File: config.mk
export PLATFORM = sky130hd
export DESIGN_NAME = small_matrix_add_sub_mul
export DESIGN_NICKNAME = d
export VERILOG_FILES = /design/src/rtl/smas_pkg.sv /design/src/rtl/smas_front.sv /design/src/rtl/smas_cmd_fifo.sv /design/src/rtl/smas_back.sv /design/src/rtl/small_matrix_add_sub_mul.sv
export SDC_FILE = /design/constraint.sdc
export NUM_CORES = 2
export LEC_CHECK = 0
export BUFFER_PORTS_ARGS = -buffer_cell sky130_fd_sc_hd__buf_2
export CORE_MARGIN = 5
export CORE_UTILIZATION = 63
export DETAILED_ROUTE_END_ITERATION = 10
export HOLD_SLACK_MARGIN = 0.02
export PLACE_DENSITY = 0.78
export SLEW_MARGIN = 5
export SYNTH_ARGS = -nofsm -noshare
export SYNTH_HDL_FRONTEND = slang
export SYNTH_SLANG_ARGS = --single-unit
export TNS_END_PERCENT = 20
File: constraint.sdc
create_clock -name clk_i -period 11.3 [get_ports clk_i]
set_clock_uncertainty 0.15 [all_clocks]
set_input_delay 0.565 -clock clk_i [delete_from_list [all_inputs] [get_ports clk_i]]
set_output_delay 0.565 -clock clk_i [all_outputs]
set_load 0.02 [all_outputs]
File: src/rtl/smas_pkg.sv
// shared types, constants and helpers of the small matrix add/sub/mul unit
`timescale 1ns / 1ps
package smas_pkg;

  // dimension limit: default and the top of its range
  localparam int unsigned MAX_DIM_DEF = 4;
  localparam int unsigned MAX_DIM_TOP = 16;

  // clamped dimension width, wide enough for the top of the range
  localparam int unsigned DIM_W      = $clog2(MAX_DIM_TOP + 1);
  // store address carried in a command, sized for the largest store
  localparam int unsigned CMD_ADDR_W = $clog2(MAX_DIM_TOP * MAX_DIM_TOP);

  localparam int unsigned CMD_FIFO_DEPTH = 4;

  localparam int unsigned ELEM_W   = 16;
  localparam int unsigned RESULT_W = 32;

  // configuration port
  localparam int unsigned CFG_IDX_W  = 2;
  localparam int unsigned CFG_DATA_W = 3;

  typedef enum logic [CFG_IDX_W-1:0] {
    CFG_ROWS  = 2'd0,
    CFG_INNER = 2'd1,
    CFG_COLS  = 2'd2,
    CFG_OP    = 2'd3
  } cfg_idx_e;

  // op_mode bit meaning: bit 1 selects multiply, else bit 0 selects subtract
  localparam int unsigned OP_MUL_BIT = 1;
  localparam int unsigned OP_SUB_BIT = 0;

  localparam logic [2:0] ROWS_RST  = 3'd2;
  localparam logic [2:0] INNER_RST = 3'd3;
  localparam logic [2:0] COLS_RST  = 3'd2;
  localparam logic [1:0] OP_RST    = 2'd0;

  typedef struct packed {
    logic                     which_matrix;
    logic signed [ELEM_W-1:0] elem_value;
  } in_item_t;

  typedef struct packed {
    logic signed [RESULT_W-1:0] result_value;
    logic                       result_last;
  } out_item_t;

  // clamped dimensions and decoded operation
  typedef struct packed {
    logic [DIM_W-1:0] rows;
    logic [DIM_W-1:0] inner;
    logic [DIM_W-1:0] cols;
    logic             mul;
    logic             sub;
  } dims_t;

  typedef enum logic [1:0] {
    CMD_WR_A     = 2'd0,
    CMD_WR_B     = 2'd1,
    CMD_WR_B_RUN = 2'd2
  } cmd_e;

  typedef struct packed {
    cmd_e                     kind;
    logic [CMD_ADDR_W-1:0]    addr;
    logic signed [ELEM_W-1:0] data;
  } cmd_t;

  typedef enum logic {
    SEQ_IDLE = 1'b0,
    SEQ_RUN  = 1'b1
  } seq_state_e;

  // control that travels down the compute pipeline with each operand pair
  typedef struct packed {
    logic vld;
    logic first;
    logic lastk;
    logic last;
  } pipe_ctl_t;

  function automatic logic [DIM_W-1:0] clamp_dim(input logic [2:0]       v,
                                                 input logic [DIM_W-1:0] max_dim);
    logic [DIM_W-1:0] w;
    w = DIM_W'(v);
    if (w == '0) begin
      return DIM_W'(1);
    end else if (w > max_dim) begin
      return max_dim;
    end
    return w;
  endfunction

endpackage

File: src/rtl/smas_front.sv
// front end: configuration registers, load counting and command generation
`timescale 1ns / 1ps
module smas_front #(
  parameter int unsigned MAX_DIM = smas_pkg::MAX_DIM_DEF
) (
  input  logic                             clk_i,
  input  logic                             rst_ni,
  input  logic                             cfg_valid_i,
  output logic                             cfg_ready_o,
  input  logic [smas_pkg::CFG_IDX_W-1:0]   cfg_index_i,
  input  logic [smas_pkg::CFG_DATA_W-1:0]  cfg_data_i,
  input  logic                             push,
  input  smas_pkg::in_item_t               in_item_i,
  output logic                             full,
  output smas_pkg::dims_t                  dims_o,
  output logic                             cmd_valid_o,
  output smas_pkg::cmd_t                   cmd_o,
  input  logic                             cmd_full_i
);

  localparam int unsigned SW   = 2 * smas_pkg::DIM_W;
  localparam int unsigned LC_W = $clog2(2 * MAX_DIM * MAX_DIM + 1);

  logic [2:0] rows_q, rows_d;
  logic [2:0] inner_q, inner_d;
  logic [2:0] cols_q, cols_d;
  logic [1:0] op_q, op_d;
  logic [LC_W-1:0] lc_q, lc_d;

  logic            cfg_wr;
  logic            accept;
  smas_pkg::dims_t dims;
  logic [SW-1:0]   size_a, size_b, lc_ext, bi;

  assign cfg_ready_o = 1'b1;
  assign cfg_wr      = cfg_valid_i;
  assign accept      = push && !cmd_full_i;
  assign full        = cmd_full_i;

  always_comb begin
    dims.rows  = smas_pkg::clamp_dim(rows_q, smas_pkg::DIM_W'(MAX_DIM));
    dims.inner = smas_pkg::clamp_dim(inner_q, smas_pkg::DIM_W'(MAX_DIM));
    dims.cols  = smas_pkg::clamp_dim(cols_q, smas_pkg::DIM_W'(MAX_DIM));
    dims.mul   = op_q[smas_pkg::OP_MUL_BIT];
    dims.sub   = !op_q[smas_pkg::OP_MUL_BIT] && op_q[smas_pkg::OP_SUB_BIT];
  end
  assign dims_o = dims;

  assign size_a = SW'(dims.rows) * SW'(dims.inner);
  assign size_b = dims.mul ? SW'(dims.inner) * SW'(dims.cols) : size_a;
  assign lc_ext = SW'(lc_q);
  assign bi     = lc_ext - size_a;

  always_comb begin
    rows_d  = rows_q;
    inner_d = inner_q;
    cols_d  = cols_q;
    op_d    = op_q;
    lc_d    = lc_q;
    cmd_valid_o = 1'b0;
    cmd_o.kind  = smas_pkg::CMD_WR_A;
    cmd_o.addr  = smas_pkg::CMD_ADDR_W'(lc_q);
    cmd_o.data  = in_item_i.elem_value;
    if (cfg_wr) begin
      unique case (smas_pkg::cfg_idx_e'(cfg_index_i))
        smas_pkg::CFG_ROWS:  rows_d  = cfg_data_i;
        smas_pkg::CFG_INNER: inner_d = cfg_data_i;
        smas_pkg::CFG_COLS:  cols_d  = cfg_data_i;
        smas_pkg::CFG_OP:    op_d    = cfg_data_i[1:0];
        default:             op_d    = op_q;
      endcase
      // any write abandons a partial load
      lc_d = '0;
    end else if (accept) begin
      if (lc_ext < size_a) begin
        if (!in_item_i.which_matrix) begin
          cmd_valid_o = 1'b1;
          lc_d        = lc_q + 1'b1;
        end
      end else if (in_item_i.which_matrix) begin
        if (bi >= size_b) begin
          lc_d = '0;
        end else begin
          cmd_valid_o = 1'b1;
          cmd_o.addr  = smas_pkg::CMD_ADDR_W'(bi);
          if (bi + 1'b1 == size_b) begin
            cmd_o.kind = smas_pkg::CMD_WR_B_RUN;
            lc_d       = '0;
          end else begin
            cmd_o.kind = smas_pkg::CMD_WR_B;
            lc_d       = lc_q + 1'b1;
          end
        end
      end
    end
  end

  always_ff @(posedge clk_i or negedge rst_ni) begin
    if (!rst_ni) begin
      rows_q  <= smas_pkg::ROWS_RST;
      inner_q <= smas_pkg::INNER_RST;
      cols_q  <= smas_pkg::COLS_RST;
      op_q    <= smas_pkg::OP_RST;
      lc_q    <= '0;
    end else begin
      rows_q  <= rows_d;
      inner_q <= inner_d;
      cols_q  <= cols_d;
      op_q    <= op_d;
      lc_q    <= lc_d;
    end
  end

endmodule

File: src/rtl/smas_cmd_fifo.sv
// small command queue between front end and compute back end
`timescale 1ns / 1ps
module smas_cmd_fifo #(
  parameter int unsigned DEPTH = smas_pkg::CMD_FIFO_DEPTH
) (
  input  logic           clk_i,
  input  logic           rst_ni,
  input  logic           push_i,
  input  smas_pkg::cmd_t data_i,
  output logic           full_o,
  input  logic           pop_i,
  output smas_pkg::cmd_t data_o,
  output logic           empty_o
);

  localparam int unsigned PW = (DEPTH > 1) ? $clog2(DEPTH) : 1;
  localparam int unsigned CW = $clog2(DEPTH + 1);

  smas_pkg::cmd_t entries_q [DEPTH];
  logic [PW-1:0]  wr_ptr_q, wr_ptr_d, rd_ptr_q, rd_ptr_d;
  logic [CW-1:0]  count_q, count_d;
  logic           do_push, do_pop;

  assign full_o  = (count_q == CW'(DEPTH));
  assign empty_o = (count_q == '0);
  assign do_push = push_i && !full_o;
  assign do_pop  = pop_i && !empty_o;
  assign data_o  = entries_q[rd_ptr_q];

  always_comb begin
    wr_ptr_d = wr_ptr_q;
    rd_ptr_d = rd_ptr_q;
    count_d  = count_q;
    if (do_push) begin
      wr_ptr_d = (wr_ptr_q == PW'(DEPTH - 1)) ? '0 : wr_ptr_q + 1'b1;
    end
    if (do_pop) begin
      rd_ptr_d = (rd_ptr_q == PW'(DEPTH - 1)) ? '0 : rd_ptr_q + 1'b1;
    end
    if (do_push && !do_pop) begin
      count_d = count_q + 1'b1;
    end else if (do_pop && !do_push) begin
      count_d = count_q - 1'b1;
    end
  end

  always_ff @(posedge clk_i or negedge rst_ni) begin
    if (!rst_ni) begin
      wr_ptr_q <= '0;
      rd_ptr_q <= '0;
      count_q  <= '0;
    end else begin
      wr_ptr_q <= wr_ptr_d;
      rd_ptr_q <= rd_ptr_d;
      count_q  <= count_d;
    end
  end

  always_ff @(posedge clk_i) begin
    if (do_push) begin
      entries_q[wr_ptr_q] <= data_i;
    end
  end

endmodule

File: src/rtl/smas_back.sv
// back end: matrix stores, burst sequencer, compute pipeline, result register
`timescale 1ns / 1ps
module smas_back #(
  parameter int unsigned MAX_DIM = smas_pkg::MAX_DIM_DEF
) (
  input  logic                clk_i,
  input  logic                rst_ni,
  input  smas_pkg::dims_t     dims_i,
  input  logic                cmd_empty_i,
  input  smas_pkg::cmd_t      cmd_i,
  output logic                cmd_pop_o,
  output logic                empty,
  input  logic                pop,
  output smas_pkg::out_item_t out_item_o
);

  localparam int unsigned DEPTH = MAX_DIM * MAX_DIM;
  localparam int unsigned AW    = (DEPTH > 1) ? $clog2(DEPTH) : 1;
  localparam int unsigned SW    = 2 * smas_pkg::DIM_W;
  localparam int unsigned DW    = smas_pkg::DIM_W;
  localparam int unsigned EW    = smas_pkg::ELEM_W;
  localparam int unsigned RW    = smas_pkg::RESULT_W;

  logic signed [EW-1:0] mem_a [DEPTH];
  logic signed [EW-1:0] mem_b [DEPTH];

  smas_pkg::seq_state_e state_q, state_d;

  logic [DW-1:0] i_q, i_d, j_q, j_d, k_q, k_d;
  logic [AW-1:0] a_row_q, a_row_d, a_addr_q, a_addr_d, b_addr_q, b_addr_d;

  logic          wr_a, wr_b, start, adv, issue;
  logic [AW-1:0] wr_addr;
  logic [SW-1:0] total;
  logic [AW-1:0] tot_m1;
  logic          last_i, last_j, last_k;

  smas_pkg::pipe_ctl_t ctl0, ctl1_q, ctl2_q;
  logic signed [EW-1:0] rd_a_q, rd_b_q;
  logic signed [RW-1:0] ext_a, ext_b, val2_q, acc_q, sum;

  logic                  out_vld_q;
  smas_pkg::out_item_t   out_q;

  // the whole compute pipeline holds while a result waits unpopped
  assign adv   = !out_vld_q || pop;
  assign issue = (state_q == smas_pkg::SEQ_RUN) && adv;
  assign wr_addr = AW'(cmd_i.addr);

  assign total  = dims_i.mul ? SW'(dims_i.rows) * SW'(dims_i.cols)
                             : SW'(dims_i.rows) * SW'(dims_i.inner);
  assign tot_m1 = AW'(total - 1'b1);
  assign last_i = (i_q == dims_i.rows - 1'b1);
  assign last_j = (j_q == dims_i.cols - 1'b1);
  assign last_k = (k_q == dims_i.inner - 1'b1);

  // issue-stage control
  always_comb begin
    ctl0.vld = (state_q == smas_pkg::SEQ_RUN);
    if (dims_i.mul) begin
      ctl0.first = (k_q == '0);
      ctl0.lastk = last_k;
      ctl0.last  = last_k && last_i && last_j;
    end else begin
      ctl0.first = 1'b1;
      ctl0.lastk = 1'b1;
      ctl0.last  = (a_addr_q == tot_m1);
    end
  end

  // next state
  always_comb begin
    state_d = state_q;
    unique case (state_q)
      smas_pkg::SEQ_IDLE: begin
        if (!cmd_empty_i && cmd_i.kind == smas_pkg::CMD_WR_B_RUN) begin
          state_d = smas_pkg::SEQ_RUN;
        end
      end
      smas_pkg::SEQ_RUN: begin
        if (adv && ctl0.last) begin
          state_d = smas_pkg::SEQ_IDLE;
        end
      end
      default: state_d = smas_pkg::SEQ_IDLE;
    endcase
  end

  // state outputs
  always_comb begin
    cmd_pop_o = 1'b0;
    wr_a      = 1'b0;
    wr_b      = 1'b0;
    start     = 1'b0;
    unique case (state_q)
      smas_pkg::SEQ_IDLE: begin
        cmd_pop_o = !cmd_empty_i;
        if (!cmd_empty_i) begin
          unique case (cmd_i.kind)
            smas_pkg::CMD_WR_A: wr_a = 1'b1;
            smas_pkg::CMD_WR_B: wr_b = 1'b1;
            smas_pkg::CMD_WR_B_RUN: begin
              wr_b  = 1'b1;
              start = 1'b1;
            end
            default: wr_a = 1'b0;
          endcase
        end
      end
      smas_pkg::SEQ_RUN: cmd_pop_o = 1'b0;
      default:           cmd_pop_o = 1'b0;
    endcase
  end

  // index walk: mul runs k per (i, j), a by 1, b by cols; add/sub step both by 1
  always_comb begin
    i_d      = i_q;
    j_d      = j_q;
    k_d      = k_q;
    a_row_d  = a_row_q;
    a_addr_d = a_addr_q;
    b_addr_d = b_addr_q;
    if (start) begin
      i_d      = '0;
      j_d      = '0;
      k_d      = '0;
      a_row_d  = '0;
      a_addr_d = '0;
      b_addr_d = '0;
    end else if (issue) begin
      if (!dims_i.mul) begin
        a_addr_d = a_addr_q + 1'b1;
        b_addr_d = b_addr_q + 1'b1;
      end else if (!last_k) begin
        k_d      = k_q + 1'b1;
        a_addr_d = a_addr_q + 1'b1;
        b_addr_d = b_addr_q + AW'(dims_i.cols);
      end else begin
        k_d = '0;
        if (last_j) begin
          j_d      = '0;
          i_d      = i_q + 1'b1;
          a_row_d  = a_row_q + AW'(dims_i.inner);
          a_addr_d = a_row_q + AW'(dims_i.inner);
          b_addr_d = '0;
        end else begin
          j_d      = j_q + 1'b1;
          a_addr_d = a_row_q;
          b_addr_d = AW'(j_q + 1'b1);
        end
      end
    end
  end

  always_ff @(posedge clk_i or negedge rst_ni) begin
    if (!rst_ni) begin
      state_q  <= smas_pkg::SEQ_IDLE;
      i_q      <= '0;
      j_q      <= '0;
      k_q      <= '0;
      a_row_q  <= '0;
      a_addr_q <= '0;
      b_addr_q <= '0;
    end else begin
      state_q  <= state_d;
      i_q      <= i_d;
      j_q      <= j_d;
      k_q      <= k_d;
      a_row_q  <= a_row_d;
      a_addr_q <= a_addr_d;
      b_addr_q <= b_addr_d;
    end
  end

  // stores: one write port, one registered read port each
  always_ff @(posedge clk_i) begin
    if (wr_a) begin
      mem_a[wr_addr] <= cmd_i.data;
    end
    if (issue) begin
      rd_a_q <= mem_a[a_addr_q];
    end
  end

  always_ff @(posedge clk_i) begin
    if (wr_b) begin
      mem_b[wr_addr] <= cmd_i.data;
    end
    if (issue) begin
      rd_b_q <= mem_b[b_addr_q];
    end
  end

  assign ext_a = {{(RW - EW){rd_a_q[EW-1]}}, rd_a_q};
  assign ext_b = {{(RW - EW){rd_b_q[EW-1]}}, rd_b_q};
  assign sum   = (ctl2_q.first ? '0 : acc_q) + val2_q;

  always_ff @(posedge clk_i or negedge rst_ni) begin
    if (!rst_ni) begin
      ctl1_q    <= '0;
      ctl2_q    <= '0;
      out_vld_q <= 1'b0;
    end else if (adv) begin
      ctl1_q    <= ctl0;
      ctl2_q    <= ctl1_q;
      out_vld_q <= ctl2_q.vld && ctl2_q.lastk;
    end
  end

  always_ff @(posedge clk_i) begin
    if (adv) begin
      if (dims_i.mul) begin
        val2_q <= ext_a * ext_b;
      end else if (dims_i.sub) begin
        val2_q <= ext_a - ext_b;
      end else begin
        val2_q <= ext_a + ext_b;
      end
      if (ctl2_q.vld) begin
        acc_q <= sum;
        if (ctl2_q.lastk) begin
          out_q.result_value <= sum;
          out_q.result_last  <= ctl2_q.last;
        end
      end
    end
  end

  assign empty      = !out_vld_q;
  assign out_item_o = out_q;

endmodule

File: src/rtl/small_matrix_add_sub_mul.sv
// top level of the small integer matrix add, subtract and multiply unit
`timescale 1ns / 1ps
// usage:
//   elements come in on the push/full queue side, row-major, all of A
//   (which_matrix 0) and then all of B (which_matrix 1); an element aimed
//   at the wrong matrix is taken and dropped. the element that completes B
//   starts a burst that returns the whole result matrix row-major on the
//   empty/pop side, with result_last set on its final element.
//   configuration (rows, inner_count, cols, op_mode at index 0..3) goes in
//   on the cfg valid/ready channel, always ready; the user must write it only
//   while the unit is idle (the unit does not enforce this); any write restarts the load count.
// throughput: one element per cycle while loading, unless the command queue
//   is full. a burst issues one operand pair per cycle, while no result waits
//   unpopped, from the stores' single read ports, so add and subtract give one
//   result per cycle and multiply one result per inner_count operand pairs.
// result path: with the command queue empty the completing element passes
//   the command queue, store write, store read, arithmetic and result reg on
//   its way to the ports; multiply first accumulates inner_count pairs.
// reset: dimensions 2, 3, 2, operation add, load count zero, queue and
//   result register empty; store contents are undefined until loaded.
// stall: while a result sits unpopped the compute pipeline freezes; the
//   front keeps taking elements until the four-entry command queue fills.
module small_matrix_add_sub_mul #(
  parameter int unsigned MAX_DIM   = smas_pkg::MAX_DIM_DEF,
  parameter int unsigned CMD_DEPTH = smas_pkg::CMD_FIFO_DEPTH
) (
  input  logic                            clk_i,
  input  logic                            rst_ni,
  // configuration write channel
  input  logic                            cfg_valid_i,
  output logic                            cfg_ready_o,
  input  logic [smas_pkg::CFG_IDX_W-1:0]  cfg_index_i,
  input  logic [smas_pkg::CFG_DATA_W-1:0] cfg_data_i,
  // element request side
  input  logic                            push,
  output logic                            full,
  input  smas_pkg::in_item_t              in_item_i,
  // result request side
  output logic                            empty,
  input  logic                            pop,
  output smas_pkg::out_item_t             out_item_o
);

  smas_pkg::dims_t dims;
  smas_pkg::cmd_t  cmd_in, cmd_out;
  logic            cmd_valid, cmd_full, cmd_empty, cmd_pop;

  // front: config registers, load count, classification of each request
  smas_front #(
    .MAX_DIM(MAX_DIM)
  ) u_front (
    .clk_i       (clk_i),
    .rst_ni      (rst_ni),
    .cfg_valid_i (cfg_valid_i),
    .cfg_ready_o (cfg_ready_o),
    .cfg_index_i (cfg_index_i),
    .cfg_data_i  (cfg_data_i),
    .push        (push),
    .in_item_i   (in_item_i),
    .full        (full),
    .dims_o      (dims),
    .cmd_valid_o (cmd_valid),
    .cmd_o       (cmd_in),
    .cmd_full_i  (cmd_full)
  );

  // decouples loading from a running burst
  smas_cmd_fifo #(
    .DEPTH(CMD_DEPTH)
  ) u_cmd_fifo (
    .clk_i   (clk_i),
    .rst_ni  (rst_ni),
    .push_i  (cmd_valid),
    .data_i  (cmd_in),
    .full_o  (cmd_full),
    .pop_i   (cmd_pop),
    .data_o  (cmd_out),
    .empty_o (cmd_empty)
  );

  // back: stores, burst sequencer, arithmetic, result register
  smas_back #(
    .MAX_DIM(MAX_DIM)
  ) u_back (
    .clk_i       (clk_i),
    .rst_ni      (rst_ni),
    .dims_i      (dims),
    .cmd_empty_i (cmd_empty),
    .cmd_i       (cmd_out),
    .cmd_pop_o   (cmd_pop),
    .empty       (empty),
    .pop         (pop),
    .out_item_o  (out_item_o)
  );

  // the front only issues a command when the queue has room
  assert property (@(posedge clk_i) disable iff (!rst_ni) cmd_valid |-> !cmd_full)
    else $error("command issued into a full queue");

  // the back only takes a command that is there
  assert property (@(posedge clk_i) disable iff (!rst_ni) cmd_pop |-> !cmd_empty)
    else $error("command popped from an empty queue");

  // clamped dimensions stay within one and the dimension limit
  assert property (@(posedge clk_i) disable iff (!rst_ni)
    (dims.rows != '0) && (dims.inner != '0) && (dims.cols != '0) &&
    (dims.rows <= smas_pkg::DIM_W'(MAX_DIM)) &&
    (dims.inner <= smas_pkg::DIM_W'(MAX_DIM)) &&
    (dims.cols <= smas_pkg::DIM_W'(MAX_DIM)))
    else $error("dimension outside its clamped range");

endmodule
==> flow_summary.json <==
{
  "clk_path_buf_depth": 3,
  "dp_hpwl_um": 64960,
  "path_class": "register to register",
  "vias_per_cell": 6.161,
  "synth_simple_gate_area_share_pct": 7.647,
  "outcome": "completed",
  "htreeDepth": 3,
  "netlist_area_mm2": 0.04436,
  "wirelength_um": 100500,
  "clock.fmax_ghz": 0.1341,
  "finalCritPeriodShare_pct": 65.99,
  "synthFlopType": "edfxtp_1",
  "clock_sinks": 790,
  "start_util_pct": 63.45,
  "grt_pass1_wl_um": 156800,
  "synth_fa_ha_area_share_pct": 17.71,
  "path_clk_slew_ns": 0.06,
  "maxSlewHeadroom_pct": 22.54,
  "num_io_pins": 63,
  "rows": 97,
  "grt_max_degree": 69,
  "track_usage_pct": 26.93,
  "synth_xor_area_share_pct": 2.598,
  "tightest_slew_ns": 1.161,
  "tns_ns": 0,
  "grt-ovfl-total": 0,
  "drc": 0,
  "synth_top_family_by_area": "adder cells",
  "cts_tree": "built",
  "antennaDiodeCount": 0,
  "post_cts_buffers": 0,
  "die-height_um": 275.3,
  "vias": 26418,
  "synth-compound-area-share_pct": 6.003,
  "maxCapViolCount": 0,
  "routedWlPerCell_um": 23.43,
  "clock-root-buffer": "clkbuf_16",
  "area_delta_synth_final_pct": 9.272,
  "muxShareOfSynthArea_pct": 9.182,
  "rsz0062_at_grt": "false",
  "ys_ff_latch": 790,
  "hold_path_class": "primary input to register",
  "numCtsBuffers": 78,
  "setup_viol": 0,
  "yosysUniqueCellTypes": 79,
  "coreArea_mm2": 0.06991,
  "drtPass1Iterations": 6,
  "crit_path_end_kind": "register",
  "antenna_found_initial": 1,
  "crit_fanout": 22,
  "fill_cells": 4593,
  "drtAntennaViolNets": 0,
  "die_w_um": 275.3,
  "routabilityCongestion": 0.8781,
  "io_buffers": 61,
  "syn_area_per_cell_um2": 13.77,
  "synth_nets": 3715,
  "crit_required_ns": 11.39,
  "async_reset_ff_share_pct": 7.722,
  "ys_warn_count": 0,
  "maxSlewViolCount": 0,
  "reg2reg_slack_ns": 3.84,
  "final_hold_viol_count": 0,
  "drt_iter0_drc": 2456,
  "grt_pass1_vias": 27672,
  "fin_crit_ns": 7.457,
  "clock_latency_ns": 0.64,
  "syn_inst": 3222,
  "cp_data_arrival_time_ns": 7.55,
  "nNetsFinal": 3777,
  "synth-edff-count": 729,
  "ys_seq_area_share_pct": 52.81,
  "critPathLaunchType": "register",
  "drive_above_1_share_pct": 12.72,
  "dieArea_mm2": 0.07581
}
==> cells in the mapped netlist (all sizes together) (45+ instances only) <==
| library cell | number | area (um2) |
|---|---|---|
| edfxtp | 729 | 21890 |
| inv | 347 | 1303 |
| fa | 270 | 5405 |
| nand2 | 260 | 975.9 |
| ha | 196 | 2452 |
| mux4 | 134 | 3018 |
| nor2 | 133 | 499.2 |
| a21oi | 120 | 608.1 |
| o21ai | 115 | 575.6 |
| clkbuf | 104 | 390.4 |
| and2 | 102 | 638.1 |
| xnor2 | 84 | 735.7 |
| mux2i | 66 | 660.6 |
| dfrtp | 57 | 1426 |
| nor2b | 55 | 344.1 |
| a21o | 46 | 345.3 |
| xor2 | 45 | 394.1 |
==> state kept, by name (all words and copies together), names as in the netlist, 6 cells and up <==
register              count
u_front.lc_q              6
u_back.val2_q            32
u_back.mem_a            256
u_back.rd_a_q            16
u_back.rd_b_q            16
u_cmd_fifo.entries_q     88
u_back.acc_q             32
u_back.out_item_o        33
u_back.mem_b            256
==> cell families (layout without fill, tap and decap cells) <==
| logic type | Yosys count | count (layout) |
|---|---|---|
| mux | 235 | 235 |
| xor+xnor | 130 | 130 |
| buf+inv | 474 | 600 |
| fa+ha+maj | 466 | 466 |
| flops | 790 | 790 |
| simple gates | 704 | 704 |
| compound gates | 422 | 422 |
| other cells | 1 | 1 |
==> through the flow <==
stage / instance area, um2 / util (%) / hold slack [ns] / std cells / setup slack, ns
floorplan: 44360 / - / 0.1194 / 3222 / 4.491
global placement: 45640 / 65.28 / 0.2777 / 4126 / 4.158
detailed placement: 45640 / 65.28 / 0.2856 / 4126 / 3.849
CTS: 48470 / 69.33 / 0.03865 / 4288 / 3.846
global route: 48470 / 69.33 / 0.06569 / 4288 / 3.348
finish: 48470 / 69.33 / 0.06269 / 4288 / 3.843
==> metal layers <==
metal,track usage (%),up-vias,wire (um)
li1,-,11579,-
met1,36.70,13379,39650
met2,46.36,1241,50820
met3,3.677,219,7237
met4,7.516,0,2752
met5,0,-,0
==> what timing repair did <==
item                       4_1_cts  5_1_grt
hold buffers                    18        0
gates resized for setup          0        0
hold endpoints to repair       122        0
setup endpoints to repair        0        0
==> worst max-delay path: stages, from the launching register on <==
cell and delay (ns):
dfstp_2 0.54, nor2_1 0.04, ha_1 0.32, mux2i_1 0.71, nor2_1 0.12, ha_1 0.32
ha_1 0.29, ha_1 0.23, fa_1 0.46, xnor2_1 0.17, ha_1 0.38, o21ai_1 0.14
or3b_1 0.38, a32oi_1 0.35, inv_1 0.09, ha_1 0.30, nand2_1 0.07, nand3b_1 0.07
nor4_1 0.19, o211ai_1 0.43, nand2_1 0.38, and2_1 0.91
==> layout by cell type, fill, tap and decap left out, types with 15 or more instances in the layout <==
| master | synthesis | final |
|---|---|---|
| nor3_1 | 16 | 16 |
| nor2_1 | 133 | 113 |
| o21ai_0 | 80 | 80 |
| buf_2 | 2 | 61 |
| clkbuf_16 | 0 | 79 |
| nor2b_1 | 55 | 54 |
| dlygate4sd3_1 | 0 | 18 |
| a21o_1 | 46 | 46 |
| o211ai_1 | 17 | 17 |
| edfxtp_1 | 729 | 729 |
| mux2i_1 | 66 | 66 |
| ha_1 | 196 | 196 |
| nand4_1 | 15 | 15 |
| clkinv_2 | 0 | 15 |
| nand3_1 | 41 | 41 |
| xor2_1 | 45 | 45 |
| o21ai_1 | 35 | 35 |
| a22oi_1 | 16 | 16 |
| a21oi_1 | 118 | 118 |
| xnor2_1 | 84 | 84 |
| buf_4 | 1 | 30 |
| nand2b_1 | 34 | 33 |
| fa_1 | 270 | 270 |
| dfrtp_1 | 57 | 53 |
| and2_1 | 102 | 102 |
| mux4_2 | 134 | 134 |
| nand2_1 | 260 | 260 |
| inv_1 | 346 | 346 |
| mux2_2 | 34 | 34 |
| a221oi_1 | 17 | 17 |
| nor2_2 | 0 | 20 |
==> worst paths after layout <==
check,from,to,depth (start not counted)
max in group asynchronous,rst_ni,u_back.b_addr_q[0],3
worst min register to register,u_back.ctl2_q[0],u_back.out_item_o[0],0
min in group asynchronous,rst_ni,u_cmd_fifo.wr_ptr_q[1],3
worst min-delay path,cfg_data_i[2],u_front.rows_q[2],3
worst max register to register,u_front.rows_q[1],u_cmd_fifo.entries_q[0][15],21
worst max-delay path,u_front.rows_q[1],u_cmd_fifo.entries_q[0][15],21
==> cell type report <==
cell class / instances / area, um2 / share of cell area (%)
timing repair buffer: 109 / 710.7 / 1.466
sequential: 790 / 23430 / 48.35
tap: 940 / 1176 / 2.427
multi-input combinational: 1958 / 19200 / 39.60
clock inverter: 54 / 593.1 / 1.224
clock buffer: 90 / 2058 / 4.246
inverter: 347 / 1303 / 2.687
Power is left out: the tool's default activity adds up to more than one toggle a clock period on the data nets, which glitch-free logic cannot reach.
